===== config.mk =====
export PLATFORM = sky130hd
export DESIGN_NAME = mrg8_cell
export DESIGN_NICKNAME = d
export VERILOG_FILES = /design/src/hdl/mrg8_pkg.sv /design/src/hdl/mrg8_cell.sv
export SDC_FILE = /design/constraint.sdc
export NUM_CORES = 2
export LEC_CHECK = 0
export CORE_ASPECT_RATIO = 1.25
export CORE_MARGIN = 4
export CORE_UTILIZATION = 28
export DETAILED_ROUTE_END_ITERATION = 10
export DONT_BUFFER_PORTS = 1
export PLACE_DENSITY_LB_ADDON = 0.3
export SYNTH_ARGS = -nofsm -noshare
export SYNTH_HDL_FRONTEND = slang
export SYNTH_SLANG_ARGS = --single-unit

===== constraint.sdc =====
create_clock -name aclk -period 23.2 [get_ports aclk]
set_input_delay 2.32 -clock aclk [delete_from_list [all_inputs] [get_ports aclk]]
set_output_delay 2.32 -clock aclk [all_outputs]
set_load 0.02 [all_outputs]

===== src/hdl/mrg8_pkg.sv =====
// ----------------------------------------------------------------------------
// mrg8_pkg
// Shared widths, coefficients and reset seeds of the order-8 recursive
// generator modulo 2^31-1.
// ----------------------------------------------------------------------------
`default_nettype none

package mrg8_pkg;

    localparam int HIST_DEPTH    = 8;
    localparam int VALUE_W       = 31;
    localparam int COUNT_W       = 7;
    localparam int PROD_W        = 2 * VALUE_W;
    localparam int PAIR_W        = PROD_W + 1;
    localparam int HALF_W        = PROD_W + 2;
    localparam int SUM_W         = HALF_W - VALUE_W + 2;
    localparam int MAX_BURST_DEF = 64;

    typedef logic [VALUE_W-1:0] value_t;
    typedef logic [PROD_W-1:0]  prod_t;

    localparam value_t COEF [HIST_DEPTH] = '{
        31'd1089656042, 31'd1906537547, 31'd1764115693, 31'd1304127872,
        31'd189748160,  31'd1984088114, 31'd626062218,  31'd1927846343
    };

    localparam logic [63:0] SEED_WORD [HIST_DEPTH] = '{
        64'd97531,
        64'd4525455822575795487,
        64'd4344602724667842419,
        64'd6476166431153771575,
        64'd586183196364871339,
        64'd7505285344278696207,
        64'd3044147933607407779,
        64'd2916917746092927399
    };

    // Newest seed is taken as is, the others from the upper word.
    function automatic value_t seed_f(input int idx);
        value_t seed;
        if (idx == 0) begin
            seed = SEED_WORD[idx][VALUE_W-1:0];
        end else begin
            seed = SEED_WORD[idx][32+VALUE_W-1:32];
        end
        return seed;
    endfunction

    typedef struct packed {
        logic   shift;
        value_t din;
    } cell_ctl_t;

endpackage

`default_nettype wire


===== src/hdl/mrg8_cell.sv =====
// ----------------------------------------------------------------------------
// mrg8_cell
// One history word of the generator with its coefficient product. Shifts
// its word to the next cell and registers coefficient times word.
// ----------------------------------------------------------------------------
`default_nettype none

module mrg8_cell
    import mrg8_pkg::*;
(
    input  wire logic      aclk,
    input  wire logic      aresetn,
    input  wire cell_ctl_t ctl_i,
    input  wire value_t    coef_i,
    input  wire value_t    seed_i,
    output value_t         hist_o,
    output prod_t          prod_o
);

    value_t hist_reg;
    value_t hist_next;
    prod_t  prod_reg;
    prod_t  prod_next;

    always_comb begin
        hist_next = ctl_i.shift ? ctl_i.din : hist_reg;
        prod_next = PROD_W'(hist_reg) * PROD_W'(coef_i);
    end

    always_ff @(posedge aclk) begin
        if (!aresetn) begin
            hist_reg <= seed_i;
        end else begin
            hist_reg <= hist_next;
        end
    end

    always_ff @(posedge aclk) begin
        prod_reg <= prod_next;
    end

    assign hist_o = hist_reg;
    assign prod_o = prod_reg;

endmodule

`default_nettype wire


==> flow_summary.yaml <==
outcome:
  status: "finished clean"
floorplanning:
  io_pins: 189
  row_count: 142
  fp.dieH_microns: 397
  die_x_microns: 319
  dieArea_sq_um: 127000
  core_sq_um: 120000
  initial_core_util_pct: 28.2
synth:
  synth_top_family_by_area: "adder cells"
  synth_fa_ha_area_share_pct: 58.8
  synthArstFlopShare_pct: 0
  avgSynthCellArea_sq_um: 9.44
  syn-cell-area_sq_um: 33900
  synthMuxAreaShare_pct: 1.06
  yosys.area_share.simple_pct: 16.6
  ys_ff_latch: 93
  synth_flop_cell: "dfxtp_1"
  synthDistinctLibCells: 70
  synth-xor-area-share_pct: 1.55
  ys_seq_area_share_pct: 6.41
  yosysWarnings: 0
  synth_compound_area_share_pct: 4.36
  syn_inst: 3591
  syn_nets: 4779
  synth_edf_count: 31
sta:
  tightest_slew_ns: 0.915
  finalCritPeriodShare_pct: 39.3
  slew_violations: 0
  min_period_ns: 9.11
  clock_skew_ns: 0.0122
  fmax_mhz: 110
  max_slew_margin_pct: 39.0
  tns_ns: 0
  rsz0062_at_grt: "no"
  timing.final.ws_setup_ns: 14.09
  hold_viol: 0
  setup_viol: 0
final_layout:
  layout-drive-gt1-share_pct: 2.95
  final_cell_mix: "fa_1 (837), inv_1 (784), and2_1 (523)"
  finish.utilization_pct: 29.6
  antenna_cells: 0
  area_delta_synth_final_pct: 4.85
  fin_nets: 4603
  mostFrequentLayoutCell: "fa_1"
  finalInstanceArea_sq_um: 35600
worst_setup_path:
  cp-start-kind: "input pin"
  r2r_slack_ns: 15.00
  cpPeakStageDelay_ns: 0.60
  required_ns: 23.50
  reg2reg_to: "prod_o[56]"
  worstSetupPathType: "input pin to flip-flop"
  critical_path.slowest_cell: "or4_1"
  path_max_fanout: 31
  cp_common_cell: "fa_1"
  path_cells: "and2_1 > fa_1 > fa_1 > fa_1 > inv_1 > fa_1 > inv_1 > fa_1 > inv_1 > fa_1 > inv_1 > fa_1 > fa_1 > ha_1 > nand2_1 > nor4_1 > nand3_1 > nand3b_1 > a221oi_1 > or4_1 > nand2_1 > a31oi_1 > xnor2_1"
  r2r-start: "hist_o[13]"
  crit_arrival_ns: 9.42
  cp-end-kind: "flip-flop"
  rr_worst_depth: 22
clock_network:
  htree_levels: 3
  cts-root-buf: "clkbuf_16"
  insertion_delay_ns: 0.42
  clock-sinks: 93
  cts_hold_buffers: 0
  cts_buffer_depth: 2
  cts_setup_buffers: 0
  post_cts_resized: 0
  clk_pin_slew_ns: 0.08
  cts_tree: "done"
  cts_buffers: 9
route:
  first_pass_iters: 5
  antenna_left: 0
  wire_per_inst_microns: 20.8
  drt-total-wl_mm: 104
  vias: 23300
  drc: 0
  drt_iter0_drc: 1111
  via_per_inst: 4.66
grt:
  met1_usage_pct: 18.0
  grt_max_degree: 33
  track_usage_pct: 16.8
  grt_pass1_vias: 26500
  grt_use_met3_pct: 2.53
  antenna_found_initial: 1
  grt-ovfl-total: 0
  grt_pass1_wl_mm: 160
  use_met2_pct: 32.8
  grt-busiest-layer: "met2"
worst_hold_path:
  hold_class: "flip-flop to flip-flop"
  hold_start: "hist_o[0]"
  holdPathStages: 2
  hold_end: "prod_o[0]"
run:
  maxCapViolations: 0
placed_design:
  place.gp.congestion: 0.831
  pre_cts_slack_ns: 13.66
  dp.final_hpwl_mm: 81.5
  placed_area_sq_um: 35300
  io_buffers: 0
-- worst max-delay path by stage --
stage	startpoint	to	cells past startpoint
finish	coef_i[4]	prod_o[56]	23
global route	coef_i[4]	prod_o[56]	23
CTS	coef_i[4]	prod_o[56]	23
detailed placement	coef_i[4]	prod_o[56]	23
global placement	coef_i[4]	prod_o[56]	21
floorplan	coef_i[8]	prod_o[50]	23
-- cells by family after synthesis --
logic type,count (synthesis)
and+or+nand+nor,1095
AOI/OAI and AO/OA,217
muxes,32
DFF,93
xor gates and xnor gates,60
buffers and inverters,1002
adders and majority gates,1092
-- state kept, by name, summed over array words and instances, names as in the netlist --
register,count
prod_o,62
hist_o,31
-- per-stage QoR --
stage	cells	hold WS [ns]
5_1_grt	5004	1.10
3_5_place_dp	4988	1.08
4_1_cts	5004	1.09
3_3_place_gp	4988	1.07
6_report	5004	1.08
2_1_floorplan	3591	0.868
-- metal layers --
metal	vias up	routed length (microns)	share of wire (%)
met2	540	59300	57
li1	10100	-	-
met3	183	4130	4.0
met1	12500	36500	35
met4	0	4130	4.0
met5	-	0	0
-- final cells by class --
cell class / count / area [sq um]
inverters: 784 / 2940
clock inverters: 6 / 61.3
multi-input cells: 2496 / 27900
repair buffers: 31 / 233
clock buffers: 10 / 239
flip-flops and latches: 93 / 2170
well taps: 1584 / 1980
fillers: 12900 / 84600
-- synth_stat cells, types with 3 or more instances --
library cell  count  area [sq um]
a21o_1           42           315
xnor2_1          41           359
o21a_1            4          30.0
and3_1            7          43.8
or4_1             3          22.5
nor3_1            4          20.0
o21bai_1         11          82.6
nand2_1         482          1810
nand3_1           8          40.0
a31oi_1           4          25.0
mux2_2           31           349
nand2b_1          6          37.5
a21oi_1          72           360
buf_1             3          11.3
o21ai_1           6          30.0
clkbuf_1        196           736
dfxtp_1          62          1240
o22a_1            3          26.3
o21ba_2           3          30.0
inv_1           784          2940
o21ai_0          30           150
and2_1          523          3270
o31ai_1           4          30.0
buf_2            12          60.1
a221oi_1          3          26.3
fa_1            837         16800
or3_1             5          31.3
xor2_1           19           166
nor2_1           25          93.8
nand4_1          18           113
o211ai_1          3          22.5
edfxtp_1         31           931
a211oi_1          5          37.5
ha_1            255          3190
-- critical path: cells and delay by family --
family                     cells  cell delay (ns)
adders and majority gates      9             4.25
and+or+nand+nor                7             1.97
AOI/OAI and AO/OA              2             0.34
xor gates and xnor gates       1             0.31
buffers and inverters          4             0.21
Power is left out: the tool's default activity adds up to more than one toggle a clock period on the data nets, which glitch-free logic cannot reach.
