`config.mk`:
```
export PLATFORM = sky130hd
export DESIGN_NAME = mrg8_reduce
export DESIGN_NICKNAME = d
export VERILOG_FILES = /design/src/hdl/mrg8_pkg.sv /design/src/hdl/mrg8_reduce.sv
export SDC_FILE = /design/constraint.sdc
export NUM_CORES = 1
export LEC_CHECK = 0
export BUFFER_PORTS_ARGS = -buffer_cell sky130_fd_sc_hd__buf_2
export CORE_MARGIN = 1
export CORE_UTILIZATION = 55
export DETAILED_ROUTE_END_ITERATION = 12
export PLACE_DENSITY = 0.85
export SETUP_SLACK_MARGIN = 0.2
export SLEW_MARGIN = 20
export SYNTH_ARGS = -nofsm -noshare
export SYNTH_HDL_FRONTEND = slang
export SYNTH_SLANG_ARGS = --single-unit
```
`constraint.sdc`:
```
create_clock -name aclk -period 5.48 [get_ports aclk]
set_input_delay 1.096 -clock aclk [delete_from_list [all_inputs] [get_ports aclk]]
set_output_delay 1.096 -clock aclk [all_outputs]
set_load 0.005 [all_outputs]
```
`src/hdl/mrg8_pkg.sv`:
```
// ----------------------------------------------------------------------------
// mrg8_pkg
// Shared widths, coefficients and reset seeds of the order-8 recursive
// generator modulo 2^31-1.
// ----------------------------------------------------------------------------
`default_nettype none

package mrg8_pkg;

    localparam int HIST_DEPTH    = 8;
    localparam int VALUE_W       = 31;
    localparam int COUNT_W       = 7;
    localparam int PROD_W        = 2 * VALUE_W;
    localparam int PAIR_W        = PROD_W + 1;
    localparam int HALF_W        = PROD_W + 2;
    localparam int SUM_W         = HALF_W - VALUE_W + 2;
    localparam int MAX_BURST_DEF = 64;

    typedef logic [VALUE_W-1:0] value_t;
    typedef logic [PROD_W-1:0]  prod_t;

    localparam value_t COEF [HIST_DEPTH] = '{
        31'd1089656042, 31'd1906537547, 31'd1764115693, 31'd1304127872,
        31'd189748160,  31'd1984088114, 31'd626062218,  31'd1927846343
    };

    localparam logic [63:0] SEED_WORD [HIST_DEPTH] = '{
        64'd97531,
        64'd4525455822575795487,
        64'd4344602724667842419,
        64'd6476166431153771575,
        64'd586183196364871339,
        64'd7505285344278696207,
        64'd3044147933607407779,
        64'd2916917746092927399
    };

    // Newest seed is taken as is, the others from the upper word.
    function automatic value_t seed_f(input int idx);
        value_t seed;
        if (idx == 0) begin
            seed = SEED_WORD[idx][VALUE_W-1:0];
        end else begin
            seed = SEED_WORD[idx][32+VALUE_W-1:32];
        end
        return seed;
    endfunction

    typedef struct packed {
        logic   shift;
        value_t din;
    } cell_ctl_t;

endpackage

`default_nettype wire

```
`src/hdl/mrg8_reduce.sv`:
```
// ----------------------------------------------------------------------------
// mrg8_reduce
// Registered adder tree over the cell products, then the two folds of the
// half-sums and of the total modulo 2^31-1.
// ----------------------------------------------------------------------------
`default_nettype none

module mrg8_reduce
    import mrg8_pkg::*;
(
    input  wire logic  aclk,
    input  wire prod_t prod_i [HIST_DEPTH],
    output value_t     value_o
);

    localparam int PAIRS = HIST_DEPTH / 2;

    logic [PAIR_W-1:0] pair_reg [PAIRS];
    logic [HALF_W-1:0] lo_reg;
    logic [HALF_W-1:0] hi_reg;
    logic [SUM_W-1:0]  sum_reg;
    logic [SUM_W-1:0]  sum_next;
    value_t            fold;

    always_ff @(posedge aclk) begin
        for (int i = 0; i < PAIRS; i++) begin
            pair_reg[i] <= PAIR_W'(prod_i[2*i]) + PAIR_W'(prod_i[2*i+1]);
        end
        lo_reg  <= HALF_W'(pair_reg[0]) + HALF_W'(pair_reg[1]);
        hi_reg  <= HALF_W'(pair_reg[2]) + HALF_W'(pair_reg[3]);
        sum_reg <= sum_next;
    end

    always_comb begin
        sum_next = SUM_W'(lo_reg[VALUE_W-1:0]) + SUM_W'(lo_reg[HALF_W-1:VALUE_W])
                 + SUM_W'(hi_reg[VALUE_W-1:0]) + SUM_W'(hi_reg[HALF_W-1:VALUE_W]);
        fold     = sum_reg[VALUE_W-1:0] + VALUE_W'(sum_reg[SUM_W-1:VALUE_W]);
    end

    assign value_o = fold;

endmodule

`default_nettype wire

```
==> results.cfg <==
[logic_synthesis]
synth_xor_area_share_pct = 11.12
yosys.area_share.simple_pct = 14.88
ys_types = 82
synth-compound-area-share_pct = 27.91
async_flop_share_pct = 0
yosysWarningCount = 0
synth_mux_area_share_pct = 0.09084
syn_nets = 5191
yosys_most_used_dff = dfxtp_1
synthCells = 4210
synth-edff-count = 0
netlist_area_mm2 = 0.03443
synth_area_per_cell_um2 = 8.179
ys_seq_area_share_pct = 24.13
synth_top_family_by_area = compound AO/OA/AOI/OAI gates
synth_fa_ha_area_share_pct = 18.46
ys_seq_elements = 415

[timing]
rsz0062_at_grt = yes
clock_skew_ns = 0.03090
worstMarginPinSlew_ns = 0.8386
worst_slew_margin_rel_pct = 43.83
post-route-period-util_pct = 93.43
drv_slew = 0
fmax_mhz = 195.3
finalHoldViolCount = 0
min_period_ns = 5.120
fin_setup_tns_ns = 0
setup_viol = 0

[floorplan]
die-area_mm2 = 0.06361
fp-row-count = 91
die_y_um = 252.2
die_x_um = 252.2
ios = 528
core_mm2 = 0.06183
start_util_pct = 55.69

[cells_and_area]
filler_cell_count = 5409
final_common_cell = buf_2
largest_register_ffs = 252
area_growth_pct = 13.28
seq_area_mm2 = 0.008308
final_area_mm2 = 0.03901
fin_nets = 5611
multi_input_area_mm2 = 0.02500
final_cell_mix = buf_2, a21oi_1, ha_1
drive_gt1_share_pct = 14.44

[placed_design]
portBuffers = 527
placed_area_mm2 = 0.03754
gp_congestion = 0.9814
place.detailed.hpwl_mm = 84.06

[worst_setup_path]
crit_required_ns = 5.94
worstPathArrival_ns = 5.58
end_kind = flop
path_class = flop to flop
cp_max_fo = 6
startpoint_type = flop

[clock_tree]
cts_max_level = 2
clock_sinks = 415
clockRootBuffer = clkbuf_16
insertion_delay_ns = 0.55
cts_buffers = 40
clk_pin_slew_ns = 0.07
cts_tree = done
ctsHoldBuffers = 0
clockBufferDepth = 3

[pwr]
powerDensity_mw_per_mm2 = 722.6
ir_drop_uv = 969.5
p_leak_nw = 18.26

[routing]
drt_iter0_markers = 2581
first_pass_iters = 6
viasPerCell = 6.044
dr_wl_met2_mm = 47.83
wl_met3_mm = 7.364
post_drt_wl_per_cell_um = 18.44
drcViolationCount = 0
vias = 33240
top_layer_used = met5
wl_met1_mm = 43.77
postRouteWirelength_mm = 101.4
drt.antenna.violating_nets = 0

[grt]
first_global_vias = 30988
antenna_found_initial = 3
overflow = 0
grt_use_total_pct = 30.44
grt_pass1_wl_mm = 158.3
grt_max_degree = 17

[status]
run_status = finished clean

[job]
maxCapViolations = 0

[hold_path]
min_path_type = flop to flop
## report_power, final
part / total, mW / leakage (nW) / internal (mW) / switching, mW
Clock: 2.83 / 0.689 / 1.65 / 1.18
Combinational: 20.2 / 14.1 / 8.63 / 11.6
Sequential: 5.12 / 3.50 / 4.39 / 0.732
Total: 28.2 / 18.3 / 14.7 / 13.5
## kinds of logic (layout without fill, tap and decap cells)
family                   Yosys count  in the layout
AO/OA/AOI/OAI                   1488           1488
AND/OR/NAND/NOR                 1074           1074
adder cells (fa/ha/maj)          484            484
XOR/XNOR                         437            437
flip-flops                       415            415
buffers and inverters            309            760
multiplexers                       3              3
other                              0              2
## critical path: stages (launching register included)
cell       delay, ns
dfxtp_1         0.33
ha_1            0.20
inv_1           0.07
fa_1            0.42
nor2b_1         0.15
o21ai_1         0.11
a21oi_2         0.19
o2111ai_1       0.19
a21oi_2         0.23
o21ba_2         0.20
a31oi_2         0.14
o21ai_0         0.22
xnor2_1         0.17
fa_1            0.44
ha_1            0.40
a21o_1          0.19
a21oi_1         0.17
or3b_2          0.45
a21o_1          0.20
a31o_2          0.23
a21oi_1         0.19
xnor2_1         0.14
## stage by stage
step	hold WS (ns)	setup slack, ns	cells	power, mW	util (%)
after CTS	0.4555	0.2638	5495	27.38	62.97
after global routing	0.4794	0.1317	5500	30.32	63.09
after floorplan	0.4200	0.6724	4210	19.42	-
final	0.4597	0.3603	5500	28.19	63.09
after detailed placement	0.4416	0.1615	5422	24.34	60.72
after global placement	0.4311	0.3266	5422	24.04	60.72
## final timing paths
path,startpoint,endpoint,slack [ns],depth (start not counted)
setup / recovery,lo_reg[0],sum_reg[31],0.36,21
hold / removal,pair_reg[2][0],hi_reg[0],0.46,1
setup reg to reg,lo_reg[0],sum_reg[31],0.36,21
hold reg to reg,pair_reg[2][0],hi_reg[0],0.46,1
## what timing repair did
action / CTS / global route
pin swaps: 0 / 3
setup buffers: 0 / 3
setup endpoints to repair: 1 / 4
resized for setup: 3 / 11
## cell usage after synthesis (all sizes together), types with 10 or more instances
| master | count | area share [%] |
|---|---|---|
| xnor2 | 286 | 7.3 |
| or2 | 14 | 0.25 |
| o31a | 10 | 0.25 |
| nand2 | 349 | 3.8 |
| nor2 | 245 | 2.7 |
| and3 | 33 | 0.60 |
| fa | 40 | 2.3 |
| clkbuf | 142 | 1.5 |
| nand4 | 121 | 2.2 |
| nor4 | 20 | 0.36 |
| buf | 13 | 0.19 |
| nand2b | 39 | 0.71 |
| a31oi | 48 | 0.89 |
| a21oi | 502 | 7.3 |
| and2 | 23 | 0.43 |
| a211oi | 34 | 0.74 |
| xor2 | 151 | 3.8 |
| dfxtp | 415 | 24 |
| ha | 444 | 16 |
| or3 | 15 | 0.27 |
| a21boi | 20 | 0.45 |
| nor3 | 63 | 0.92 |
| nand3 | 77 | 1.1 |
| a31o | 12 | 0.31 |
| o21bai | 100 | 2.2 |
| a41oi | 17 | 0.43 |
| o211ai | 24 | 0.52 |
| o21a | 44 | 0.96 |
| inv | 154 | 1.7 |
| a21o | 264 | 5.8 |
| o21ai | 261 | 3.8 |
| o31ai | 31 | 0.82 |
| a2111oi | 13 | 0.35 |
| nor2b | 42 | 0.76 |
## routing by layer
layer,track usage [%],up-vias
met5,0,-
li1,-,16238
met2,51.81,1334
met4,7.706,2
met1,40.71,15478
met3,3.605,188
## layout make-up
class	count	share of cell area, %
inverters	154	1.482
flip-flops and latches	415	21.30
clock buffers	56	3.111
repair buffers	533	6.877
multi-input cells	3486	64.10
clock inverters	17	0.4298
well taps	837	2.685
diodes	2	0.01283
No activity file was read; power rests on OpenSTA's default activity.
